### src/rtl/stq_pkg.sv
// Package for the sorted timer queue: sizes, request and result structs,
// status codes, controller states and slot address arithmetic.
// No dependencies.
package stq_pkg;

    // Queue sizing
    localparam int QUEUE_DEPTH  = 16;
    localparam int NAME_CHARS   = 5;
    localparam int NAME_FIELD_W = 40;
    localparam int TIME_W       = 32;
    localparam int NAME_W       = (NAME_CHARS * 8 < NAME_FIELD_W) ? NAME_CHARS * 8
                                                                  : NAME_FIELD_W;
    localparam int ADDR_W       = (QUEUE_DEPTH > 1) ? $clog2(QUEUE_DEPTH) : 1;
    localparam int CNT_W        = $clog2(QUEUE_DEPTH + 1);

    localparam logic [ADDR_W:0]   DEPTH_X = (ADDR_W + 1)'(QUEUE_DEPTH);
    localparam logic [CNT_W-1:0]  DEPTH_C = CNT_W'(QUEUE_DEPTH);
    localparam logic [ADDR_W-1:0] A_ONE   = ADDR_W'(1);
    localparam logic [CNT_W-1:0]  C_ONE   = CNT_W'(1);

    // Request kinds
    localparam logic REQ_INSERT = 1'b0;
    localparam logic REQ_TICK   = 1'b1;

    typedef enum logic [1:0] {
        ST_EXPIRED  = 2'd0,
        ST_ACCEPTED = 2'd1,
        ST_BAD_TIME = 2'd2,
        ST_FULL     = 2'd3
    } status_t;

    typedef struct packed {
        logic                    req_type;
        logic signed [TIME_W-1:0] time_value;
        logic [NAME_FIELD_W-1:0] entry_name;
    } in_t;

    typedef struct packed {
        status_t                 status;
        logic [NAME_FIELD_W-1:0] expired_name;
        logic                    last_of_run;
    } out_t;

    // Result handed from the controller to the output register
    typedef struct packed {
        logic valid;
        out_t data;
    } emit_t;

    // One stored entry: absolute deadline against the tick counter, and name
    typedef struct packed {
        logic [TIME_W-1:0] deadline;
        logic [NAME_W-1:0] name;
    } entry_t;

    localparam int ENTRY_W = $bits(entry_t);

    typedef enum logic [2:0] {
        S_IDLE,
        S_INS_SCAN,
        S_INS_PLACE,
        S_INS_DONE,
        S_TICK_CHK,
        S_TICK_LAST
    } ctrl_state_t;

    // Physical slot of the entry at queue position off (circular buffer)
    function automatic logic [ADDR_W-1:0] slot_addr(input logic [ADDR_W-1:0] head,
                                                    input logic [ADDR_W-1:0] off);
        logic [ADDR_W:0] sum;
        sum = {1'b0, head} + {1'b0, off};
        if (sum >= DEPTH_X) begin
            sum = sum - DEPTH_X;
        end
        return sum[ADDR_W-1:0];
    endfunction

endpackage

### src/rtl/stq_ram.sv
// Generic simple dual-port RAM: one write port, one read port, registered
// read data that holds while no read is issued. No dependencies.
module stq_ram #(
    parameter int WIDTH = 8,
    parameter int DEPTH = 16
) (
    input  logic                             clk,
    input  logic                             we,
    input  logic [$clog2(DEPTH > 1 ? DEPTH : 2)-1:0] waddr,
    input  logic [WIDTH-1:0]                 wdata,
    input  logic                             re,
    input  logic [$clog2(DEPTH > 1 ? DEPTH : 2)-1:0] raddr,
    output logic [WIDTH-1:0]                 rdata
);

    logic [WIDTH-1:0] mem [DEPTH];

    // Write port
    always_ff @(posedge clk)
    begin
        if (we)
        begin
            mem[waddr] <= wdata;
        end
    end

    // Registered read port
    always_ff @(posedge clk)
    begin
        if (re)
        begin
            rdata <= mem[raddr];
        end
    end

endmodule

### src/rtl/stq_ctrl.sv
// Controller of the sorted timer queue: request decode, insertion walk,
// expiry run and entry RAM access. Depends on stq_pkg.
module stq_ctrl (
    input  logic                        clk,
    input  logic                        rst_n,
    input  logic                        in_valid,
    output logic                        in_ready,
    input  stq_pkg::in_t                in_data,
    input  logic                        can_load,
    output stq_pkg::emit_t              emit,
    output logic                        ram_we,
    output logic [stq_pkg::ADDR_W-1:0]  ram_waddr,
    output stq_pkg::entry_t             ram_wdata,
    output logic                        ram_re,
    output logic [stq_pkg::ADDR_W-1:0]  ram_raddr,
    input  stq_pkg::entry_t             ram_rdata
);

    stq_pkg::ctrl_state_t state_reg, state_next;
    logic [stq_pkg::ADDR_W-1:0]  head_reg, head_next;
    logic [stq_pkg::CNT_W-1:0]   count_reg, count_next;
    logic [stq_pkg::ADDR_W-1:0]  k_reg, k_next;
    logic [stq_pkg::TIME_W-1:0]  now_reg, now_next;
    stq_pkg::entry_t             new_entry_reg, new_entry_next;
    logic [stq_pkg::TIME_W-2:0]  new_rem_reg, new_rem_next;
    stq_pkg::status_t            status_reg, status_next;
    logic [stq_pkg::NAME_W-1:0]  pend_name_reg, pend_name_next;
    logic                        pend_valid_reg, pend_valid_next;

    logic                        t_bad;
    logic                        q_full;
    logic                        q_empty;
    logic [stq_pkg::TIME_W-1:0]  rd_rem;
    logic                        scan_stop;
    logic                        expire;
    logic                        step_ok;
    logic [stq_pkg::CNT_W-1:0]   count_dec;
    logic [stq_pkg::ADDR_W-1:0]  last_off;
    logic [stq_pkg::ADDR_W-1:0]  head_inc;
    logic [stq_pkg::NAME_FIELD_W-1:0] pend_name_ext;

    // Decode request and stored entry
    always_comb
    begin
        t_bad         = (in_data.time_value == '0) || in_data.time_value[stq_pkg::TIME_W-1];
        q_full        = (count_reg == stq_pkg::DEPTH_C);
        q_empty       = (count_reg == '0);
        rd_rem        = ram_rdata.deadline - now_reg;
        scan_stop     = (rd_rem <= {1'b0, new_rem_reg});
        expire        = (ram_rdata.deadline == now_reg);
        step_ok       = !pend_valid_reg || can_load;
        count_dec     = count_reg - stq_pkg::C_ONE;
        last_off      = count_dec[stq_pkg::ADDR_W-1:0];
        head_inc      = stq_pkg::slot_addr(head_reg, stq_pkg::A_ONE);
        pend_name_ext = stq_pkg::NAME_FIELD_W'(pend_name_reg);
    end

    // Next state
    always_comb
    begin
        state_next = state_reg;
        case (state_reg)
            stq_pkg::S_IDLE:
            begin
                if (in_valid)
                begin
                    if (in_data.req_type == stq_pkg::REQ_TICK)
                    begin
                        state_next = q_empty ? stq_pkg::S_IDLE : stq_pkg::S_TICK_CHK;
                    end
                    else if (t_bad || q_full)
                    begin
                        state_next = stq_pkg::S_INS_DONE;
                    end
                    else if (q_empty)
                    begin
                        state_next = stq_pkg::S_INS_PLACE;
                    end
                    else
                    begin
                        state_next = stq_pkg::S_INS_SCAN;
                    end
                end
            end
            stq_pkg::S_INS_SCAN:
            begin
                if (scan_stop || k_reg == stq_pkg::A_ONE)
                begin
                    state_next = stq_pkg::S_INS_PLACE;
                end
            end
            stq_pkg::S_INS_PLACE:
            begin
                state_next = stq_pkg::S_INS_DONE;
            end
            stq_pkg::S_INS_DONE:
            begin
                if (can_load)
                begin
                    state_next = stq_pkg::S_IDLE;
                end
            end
            stq_pkg::S_TICK_CHK:
            begin
                if (step_ok)
                begin
                    if (!expire)
                    begin
                        state_next = stq_pkg::S_IDLE;
                    end
                    else if (count_reg == stq_pkg::C_ONE)
                    begin
                        state_next = stq_pkg::S_TICK_LAST;
                    end
                end
            end
            stq_pkg::S_TICK_LAST:
            begin
                if (can_load)
                begin
                    state_next = stq_pkg::S_IDLE;
                end
            end
            default:
            begin
                state_next = stq_pkg::S_IDLE;
            end
        endcase
    end

    // Datapath updates, RAM access and results
    always_comb
    begin
        in_ready        = 1'b0;
        head_next       = head_reg;
        count_next      = count_reg;
        k_next          = k_reg;
        now_next        = now_reg;
        new_entry_next  = new_entry_reg;
        new_rem_next    = new_rem_reg;
        status_next     = status_reg;
        pend_name_next  = pend_name_reg;
        pend_valid_next = pend_valid_reg;
        ram_we          = 1'b0;
        ram_waddr       = stq_pkg::slot_addr(head_reg, k_reg);
        ram_wdata       = ram_rdata;
        ram_re          = 1'b0;
        ram_raddr       = head_reg;
        emit            = '0;
        case (state_reg)
            stq_pkg::S_IDLE:
            begin
                in_ready = 1'b1;
                if (in_valid)
                begin
                    pend_valid_next         = 1'b0;
                    new_rem_next            = in_data.time_value[stq_pkg::TIME_W-2:0];
                    new_entry_next.deadline = now_reg
                                              + {1'b0, in_data.time_value[stq_pkg::TIME_W-2:0]};
                    new_entry_next.name     = in_data.entry_name[stq_pkg::NAME_W-1:0];
                    k_next                  = count_reg[stq_pkg::ADDR_W-1:0];
                    if (in_data.req_type == stq_pkg::REQ_TICK)
                    begin
                        // Advance time and fetch the head entry
                        if (!q_empty)
                        begin
                            now_next  = now_reg + stq_pkg::TIME_W'(1);
                            ram_re    = 1'b1;
                            ram_raddr = head_reg;
                        end
                    end
                    else if (t_bad)
                    begin
                        status_next = stq_pkg::ST_BAD_TIME;
                    end
                    else if (q_full)
                    begin
                        status_next = stq_pkg::ST_FULL;
                    end
                    else
                    begin
                        status_next = stq_pkg::ST_ACCEPTED;
                        // Fetch the tail entry to start the walk
                        if (!q_empty)
                        begin
                            ram_re    = 1'b1;
                            ram_raddr = stq_pkg::slot_addr(head_reg, last_off);
                        end
                    end
                end
            end
            stq_pkg::S_INS_SCAN:
            begin
                // Move a later entry up one position and fetch the one before
                if (!scan_stop)
                begin
                    ram_we    = 1'b1;
                    ram_waddr = stq_pkg::slot_addr(head_reg, k_reg);
                    ram_wdata = ram_rdata;
                    k_next    = k_reg - stq_pkg::A_ONE;
                    if (k_reg != stq_pkg::A_ONE)
                    begin
                        ram_re    = 1'b1;
                        ram_raddr = stq_pkg::slot_addr(head_reg,
                                        k_reg - stq_pkg::A_ONE - stq_pkg::A_ONE);
                    end
                end
            end
            stq_pkg::S_INS_PLACE:
            begin
                ram_we     = 1'b1;
                ram_waddr  = stq_pkg::slot_addr(head_reg, k_reg);
                ram_wdata  = new_entry_reg;
                count_next = count_reg + stq_pkg::C_ONE;
            end
            stq_pkg::S_INS_DONE:
            begin
                emit.valid             = can_load;
                emit.data.status       = status_reg;
                emit.data.expired_name = '0;
                emit.data.last_of_run  = 1'b1;
            end
            stq_pkg::S_TICK_CHK:
            begin
                if (step_ok)
                begin
                    emit.valid             = pend_valid_reg;
                    emit.data.status       = stq_pkg::ST_EXPIRED;
                    emit.data.expired_name = pend_name_ext;
                    emit.data.last_of_run  = !expire;
                    if (expire)
                    begin
                        // Drop the head, hold its name until the next check
                        pend_name_next  = ram_rdata.name;
                        pend_valid_next = 1'b1;
                        head_next       = head_inc;
                        count_next      = count_dec;
                        if (count_reg != stq_pkg::C_ONE)
                        begin
                            ram_re    = 1'b1;
                            ram_raddr = head_inc;
                        end
                    end
                end
            end
            stq_pkg::S_TICK_LAST:
            begin
                emit.valid             = can_load;
                emit.data.status       = stq_pkg::ST_EXPIRED;
                emit.data.expired_name = pend_name_ext;
                emit.data.last_of_run  = 1'b1;
            end
            default:
            begin
                emit = '0;
            end
        endcase
    end

    // Control registers
    always_ff @(posedge clk or negedge rst_n)
    begin
        if (!rst_n)
        begin
            state_reg      <= stq_pkg::S_IDLE;
            head_reg       <= '0;
            count_reg      <= '0;
            now_reg        <= '0;
            pend_valid_reg <= 1'b0;
        end
        else
        begin
            state_reg      <= state_next;
            head_reg       <= head_next;
            count_reg      <= count_next;
            now_reg        <= now_next;
            pend_valid_reg <= pend_valid_next;
        end
    end

    // Payload registers
    always_ff @(posedge clk)
    begin
        k_reg         <= k_next;
        new_entry_reg <= new_entry_next;
        new_rem_reg   <= new_rem_next;
        status_reg    <= status_next;
        pend_name_reg <= pend_name_next;
    end

`ifndef SYNTH
    a_count_bound: assert property (@(posedge clk) disable iff (!rst_n)
        count_reg <= stq_pkg::DEPTH_C)
        else $error("entry count above queue depth");

    a_emit_room: assert property (@(posedge clk) disable iff (!rst_n)
        emit.valid |-> can_load)
        else $error("result issued while output register is occupied");

    a_tick_nonempty: assert property (@(posedge clk) disable iff (!rst_n)
        (state_reg == stq_pkg::S_TICK_CHK) |-> (count_reg != '0))
        else $error("expiry check on an empty queue");

    a_place_count: assert property (@(posedge clk) disable iff (!rst_n)
        (state_reg == stq_pkg::S_INS_PLACE) |=> (count_reg == $past(count_reg) + stq_pkg::C_ONE))
        else $error("insert did not grow the queue by one");

    a_walk_write: assert property (@(posedge clk) disable iff (!rst_n)
        (ram_we && ram_re) |-> (ram_waddr != ram_raddr))
        else $error("read and write of the same slot in one cycle");
`endif

endmodule

### src/rtl/sorted_timer_queue.sv
// Top level of the sorted timer queue: entry RAM, controller and the
// result output register. Depends on stq_pkg, stq_ram and stq_ctrl.
//
// Sorted timer queue. Holds up to QUEUE_DEPTH named timers in ascending order
// of remaining time in a single-port-write, single-port-read RAM used as a
// circular buffer; entries keep an absolute deadline against an internal tick
// counter, so a tick costs no pass over the store. A rejected insert request
// goes straight to issuing its status. An accepted insert on an empty queue
// writes the entry; otherwise the walk first reads the tail entry and moves
// each entry with a later time up one slot (one RAM read and write per
// cycle) before the new entry is written. Its status then waits for room in
// the output register. A tick on an empty queue issues no result; otherwise
// it advances time and reads the head entry, one RAM read per expiry; each
// expired name is held back one step so that its last_of_run flag is known
// before it is issued.
// A new request is taken once the previous one is done and has issued any result;
// the output register lets that result wait without holding up the input.
module sorted_timer_queue (
    input  logic          clk,
    input  logic          rst_n,
    input  logic          in_valid,
    output logic          in_ready,
    input  stq_pkg::in_t  in_data,
    output logic          out_valid,
    input  logic          out_ready,
    output stq_pkg::out_t out_data
);

    logic                       can_load;
    stq_pkg::emit_t             emit;
    logic                       ram_we;
    logic [stq_pkg::ADDR_W-1:0] ram_waddr;
    stq_pkg::entry_t            ram_wdata;
    logic                       ram_re;
    logic [stq_pkg::ADDR_W-1:0] ram_raddr;
    logic [stq_pkg::ENTRY_W-1:0] ram_rdata_raw;
    stq_pkg::entry_t            ram_rdata;
    logic                       out_valid_reg, out_valid_next;
    stq_pkg::out_t              out_data_reg, out_data_next;

    assign ram_rdata = stq_pkg::entry_t'(ram_rdata_raw);

    stq_ram #(
        .WIDTH (stq_pkg::ENTRY_W),
        .DEPTH (stq_pkg::QUEUE_DEPTH)
    ) u_ram (
        .clk   (clk),
        .we    (ram_we),
        .waddr (ram_waddr),
        .wdata (ram_wdata),
        .re    (ram_re),
        .raddr (ram_raddr),
        .rdata (ram_rdata_raw)
    );

    stq_ctrl u_ctrl (
        .clk       (clk),
        .rst_n     (rst_n),
        .in_valid  (in_valid),
        .in_ready  (in_ready),
        .in_data   (in_data),
        .can_load  (can_load),
        .emit      (emit),
        .ram_we    (ram_we),
        .ram_waddr (ram_waddr),
        .ram_wdata (ram_wdata),
        .ram_re    (ram_re),
        .ram_raddr (ram_raddr),
        .ram_rdata (ram_rdata)
    );

    // Load a new result when the register is empty or being drained
    always_comb
    begin
        can_load       = !out_valid_reg || out_ready;
        out_valid_next = out_valid_reg;
        out_data_next  = out_data_reg;
        if (emit.valid)
        begin
            out_valid_next = 1'b1;
            out_data_next  = emit.data;
        end
        else if (out_ready)
        begin
            out_valid_next = 1'b0;
        end
    end

    always_ff @(posedge clk or negedge rst_n)
    begin
        if (!rst_n)
        begin
            out_valid_reg <= 1'b0;
        end
        else
        begin
            out_valid_reg <= out_valid_next;
        end
    end

    always_ff @(posedge clk)
    begin
        out_data_reg <= out_data_next;
    end

    assign out_valid = out_valid_reg;
    assign out_data  = out_data_reg;

endmodule
### config.mk
export PLATFORM = sky130hd
export DESIGN_NAME = sorted_timer_queue
export DESIGN_NICKNAME = d
export VERILOG_FILES = /design/src/rtl/stq_pkg.sv /design/src/rtl/stq_ram.sv /design/src/rtl/stq_ctrl.sv /design/src/rtl/sorted_timer_queue.sv
export SDC_FILE = /design/constraint.sdc
export NUM_CORES = 1
export LEC_CHECK = 0
export BUFFER_PORTS_ARGS = -buffer_cell sky130_fd_sc_hd__buf_4
export CORE_MARGIN = 5
export CORE_UTILIZATION = 35
export DETAILED_ROUTE_END_ITERATION = 10
export SYNTH_ARGS = -nofsm -noshare
export SYNTH_HDL_FRONTEND = slang
export SYNTH_SLANG_ARGS = --single-unit
export TNS_END_PERCENT = 20
### constraint.sdc
create_clock -name clk -period 16 [get_ports clk]
set_input_delay 1.6 -clock clk [delete_from_list [all_inputs] [get_ports clk]]
set_output_delay 1.6 -clock clk [all_outputs]
set_load 0.01 [all_outputs]
==> out/qor.csv <==
stage,metric,value,unit
outcome,status,"finished, final reports clean",
synthesis,synth-seq-area-share,73.2,%
global_routing,antenna_found_initial,5,
timing,fin_tns_setup,0,ps
route,dr.pass1.iters,7,
place,dp_hpwl,78600,um
clocking,cts_resized,0,
place,finalWeightedCongestion,0.837,
global_routing,grtUsageTotal,16.6,%
timing,setup_viol,0,
critical_path,r2r_cells,27,
synthesis,synthSimpleGateAreaFrac,4.42,%
floorplan,dieArea,0.179,mm2
clocking,cts.clk_slew.worst_paths,60,ps
route,drt_iter0_drc,3160,
synthesis,syn_inst,3569,
timing,min_period,8920,ps
route,wire_per_inst,25.0,um
place,port_buffers,121,
synthesis,netlist_area,0.0597,mm2
critical_path,crit_path_end_kind,flop,
clocking,cts_buffers,148,
job,cap_viol_max_count,0,
global_routing,overflow,0,
global_routing,grt_pass1_vias,32300,
route,vias,32200,
synthesis,synth_top_family_by_area,multiplexers,
floorplan,start_util,35.2,%
clocking,h-tree-depth,4,
clocking,cts_setup_buffers,0,
timing,hold_violations,0,
synthesis,synth_flop_cell,edfxtp_1,
min_path,min_path_type,reg2reg,
global_routing,grt_max_degree,136,
floorplan,core_area,0.169,mm2
timing,hold_slack,452,ps
synthesis,synth_fa_ha_area_share,2.47,%
critical_path,required,16510,ps
synthesis,avgSynthCellArea,16.7,um2
layout,syn_to_final_growth,14.2,%
timing,fmax,112,MHz
floorplan,die_h,423,um
timing,slew_violations,0,
timing,worst_pin_slew,1180,ps
critical_path,rrSetupSlack,7080,ps
clocking,tritoncts,yes,
critical_path,critPathMaxStageDelay,670,ps
min_path,holdPathEnd,u_ctrl.pend_name_ext[4],
clocking,cts.sinks,1462,
timing,clock_skew,43.5,ps
min_path,hp-start,u_ram.rdata[4],
layout,nNetsFinal,3939,
critical_path,worst_path_max_delay_cell,buf_12,
place,dp.cells,5815,
clocking,cts-root-buf,clkbuf_16,
synthesis,yosysTopAreaCell,edfxtp_1,
floorplan,rows,151,
timing,rsz0062_at_grt,no,
critical_path,cp_data_arrival_time,9420,ps
power,cellPowerDensity,218,mW/mm2
critical_path,start_kind,flop,
route,drc,0,
clocking,holdBufCountCts,0,
synthesis,synth.top_cell.area_share,71.2,%
power,finalPower,14.9,mW
synthesis,synth_edf_count,1416,
floorplan,io_pins,122,
layout,layout-drive-gt1-share,13.1,%
critical_path,rr_endpoint,u_ram.rdata[29],
timing,slew_headroom,21.5,%
synthesis,ys_ff_latch,1462,
critical_path,crit_start,u_ram.rdata[42],
global_routing,grt_pass1_wl,221000,um
critical_path,crit_type,reg2reg,
route,final_antenna_net_count,0,
critical_path,path_max_fanout,135,
critical_path,reg2reg_from,u_ram.rdata[42],
layout,layoutNonFillerInstCount,6092,
route,via_per_inst,5.29,
layout,largest_register_ffs,1152,
synthesis,synth_compound_area_share,5.41,%
synthesis,synthTopCellsByArea,"edfxtp_1 (71%), mux2i_1 (9.7%), o22ai_1 (3.0%), ha_1 (2.3%), dfrtp_1 (1.9%)",
synthesis,synth.distinct_cells,68,
clocking,clkLatencyLatePin,790,ps
power,p_leak,25.5,nW
synthesis,ys_warn_count,0,
synthesis,synth-async-reset-ratio,3.15,%
synthesis,synth_nets,3761,
synthesis,synthMuxAreaShare,11.0,%
route,drt-total-wl,152000,um
power,irDropWorstVdd,0.256,mV
floorplan,die_w,423,um
clocking,clockBufferDepth,3,
synthesis,synth-xor-area-share,1.51,%
timing,fin_crit_sh,55.7,%
min_path,hold_depth,0,
[how the worst max path moves through the flow]
stage                            endpoint  slack, ps  depth (start not counted)
final                     u_ram.rdata[29]       7080                         27
after global routing      u_ram.rdata[10]       6600                         27
after CTS                 u_ram.rdata[41]       7160                         26
after floorplan           u_ram.mem[0][0]       7870                         25
after global placement    u_ram.rdata[41]       7270                         26
after detailed placement  u_ram.rdata[10]       7210                         27
[cell families after synthesis]
logic type,count (synthesis)
muxes,650
and+or+nand+nor,491
buffers and inverters,243
DFF,1462
adders and majority gates,115
xor gates and xnor gates,103
AOI/OAI and AO/OA,505
[per-layer routing]
metal / wire, um / GRT usage [%]
met2: 74300 / 27.8
met3: 8080 / 2.43
met4: 3600 / 4.66
met5: 0 / 0
met1: 66500 / 22.6
[critical path, delay by kind of cell, from the launching register on]
family | cells | cell delay [ps]
simple gates | 12 | 3270
buf+inv | 2 | 1310
fa+ha+maj | 2 | 740
flops | 1 | 460
compound gates | 10 | 1990
mux | 1 | 280
[area by class of cell]
class | instances | area [um2]
fill | 15000 | 101000
sequential | 1462 | 43700
clock inverter | 103 | 1070
timing repair buffer | 175 | 1380
multi-input combinational | 1864 | 15100
tap | 2218 | 2780
clock buffer | 172 | 3860
inverter | 96 | 365
antenna | 2 | 5.00
[per-stage QoR]
step	utilization [%]	instance area, um2	worst slack [ps]
finish	40.2	68200	7080
detailed placement	37.3	63300	7210
global route	40.2	68200	6600
floorplan	-	59700	7870
global placement	37.3	63300	7270
CTS	40.2	68200	7160
[power by group]
| part | internal (mW) | switching [mW] | total (mW) |
|---|---|---|---|
| Clock | 2.00 | 1.48 | 3.49 |
| Combinational | 1.97 | 3.50 | 5.47 |
| Sequential | 5.67 | 0.255 | 5.93 |
| Total | 9.64 | 5.24 | 14.9 |
[cells in the mapped netlist, types with 5 or more instances]
| library cell | number |
|---|---|
| o21ai_0 | 49 |
| and2_1 | 52 |
| o21a_1 | 16 |
| nor2b_1 | 11 |
| nand2b_1 | 14 |
| mux2_2 | 70 |
| fa_1 | 5 |
| o31ai_1 | 5 |
| nand3b_1 | 5 |
| a21oi_1 | 65 |
| a21o_1 | 22 |
| nor4_1 | 20 |
| nor2_1 | 108 |
| dfrtp_1 | 46 |
| inv_1 | 96 |
| and3_1 | 6 |
| nand4_1 | 25 |
| buf_6 | 18 |
| nor3_1 | 24 |
| nand3_1 | 36 |
| nand2_1 | 85 |
| a211oi_1 | 10 |
| or4_1 | 73 |
| xnor2_1 | 84 |
| mux2i_1 | 580 |
| o22ai_1 | 291 |
| buf_2 | 71 |
| ha_1 | 110 |
| edfxtp_1 | 1416 |
| xor2_1 | 19 |
| clkbuf_1 | 44 |
| nor3b_1 | 6 |
| buf_4 | 13 |
| or3_1 | 16 |
| o211ai_1 | 5 |
[cell usage in the layout, fill, tap and decap left out, drive strengths merged, types with 46 or more instances in the layout]
cell / n
a21oi: 67
and2: 52
buf: 175
clkbuf: 172
clkinv: 76
dfrtp: 46
edfxtp: 1416
ha: 110
inv: 100
mux2: 70
mux2i: 580
nand2: 85
nor2: 108
o21ai: 53
o22ai: 291
or4: 73
xnor2: 84
No activity file was read; power rests on OpenSTA's default activity.
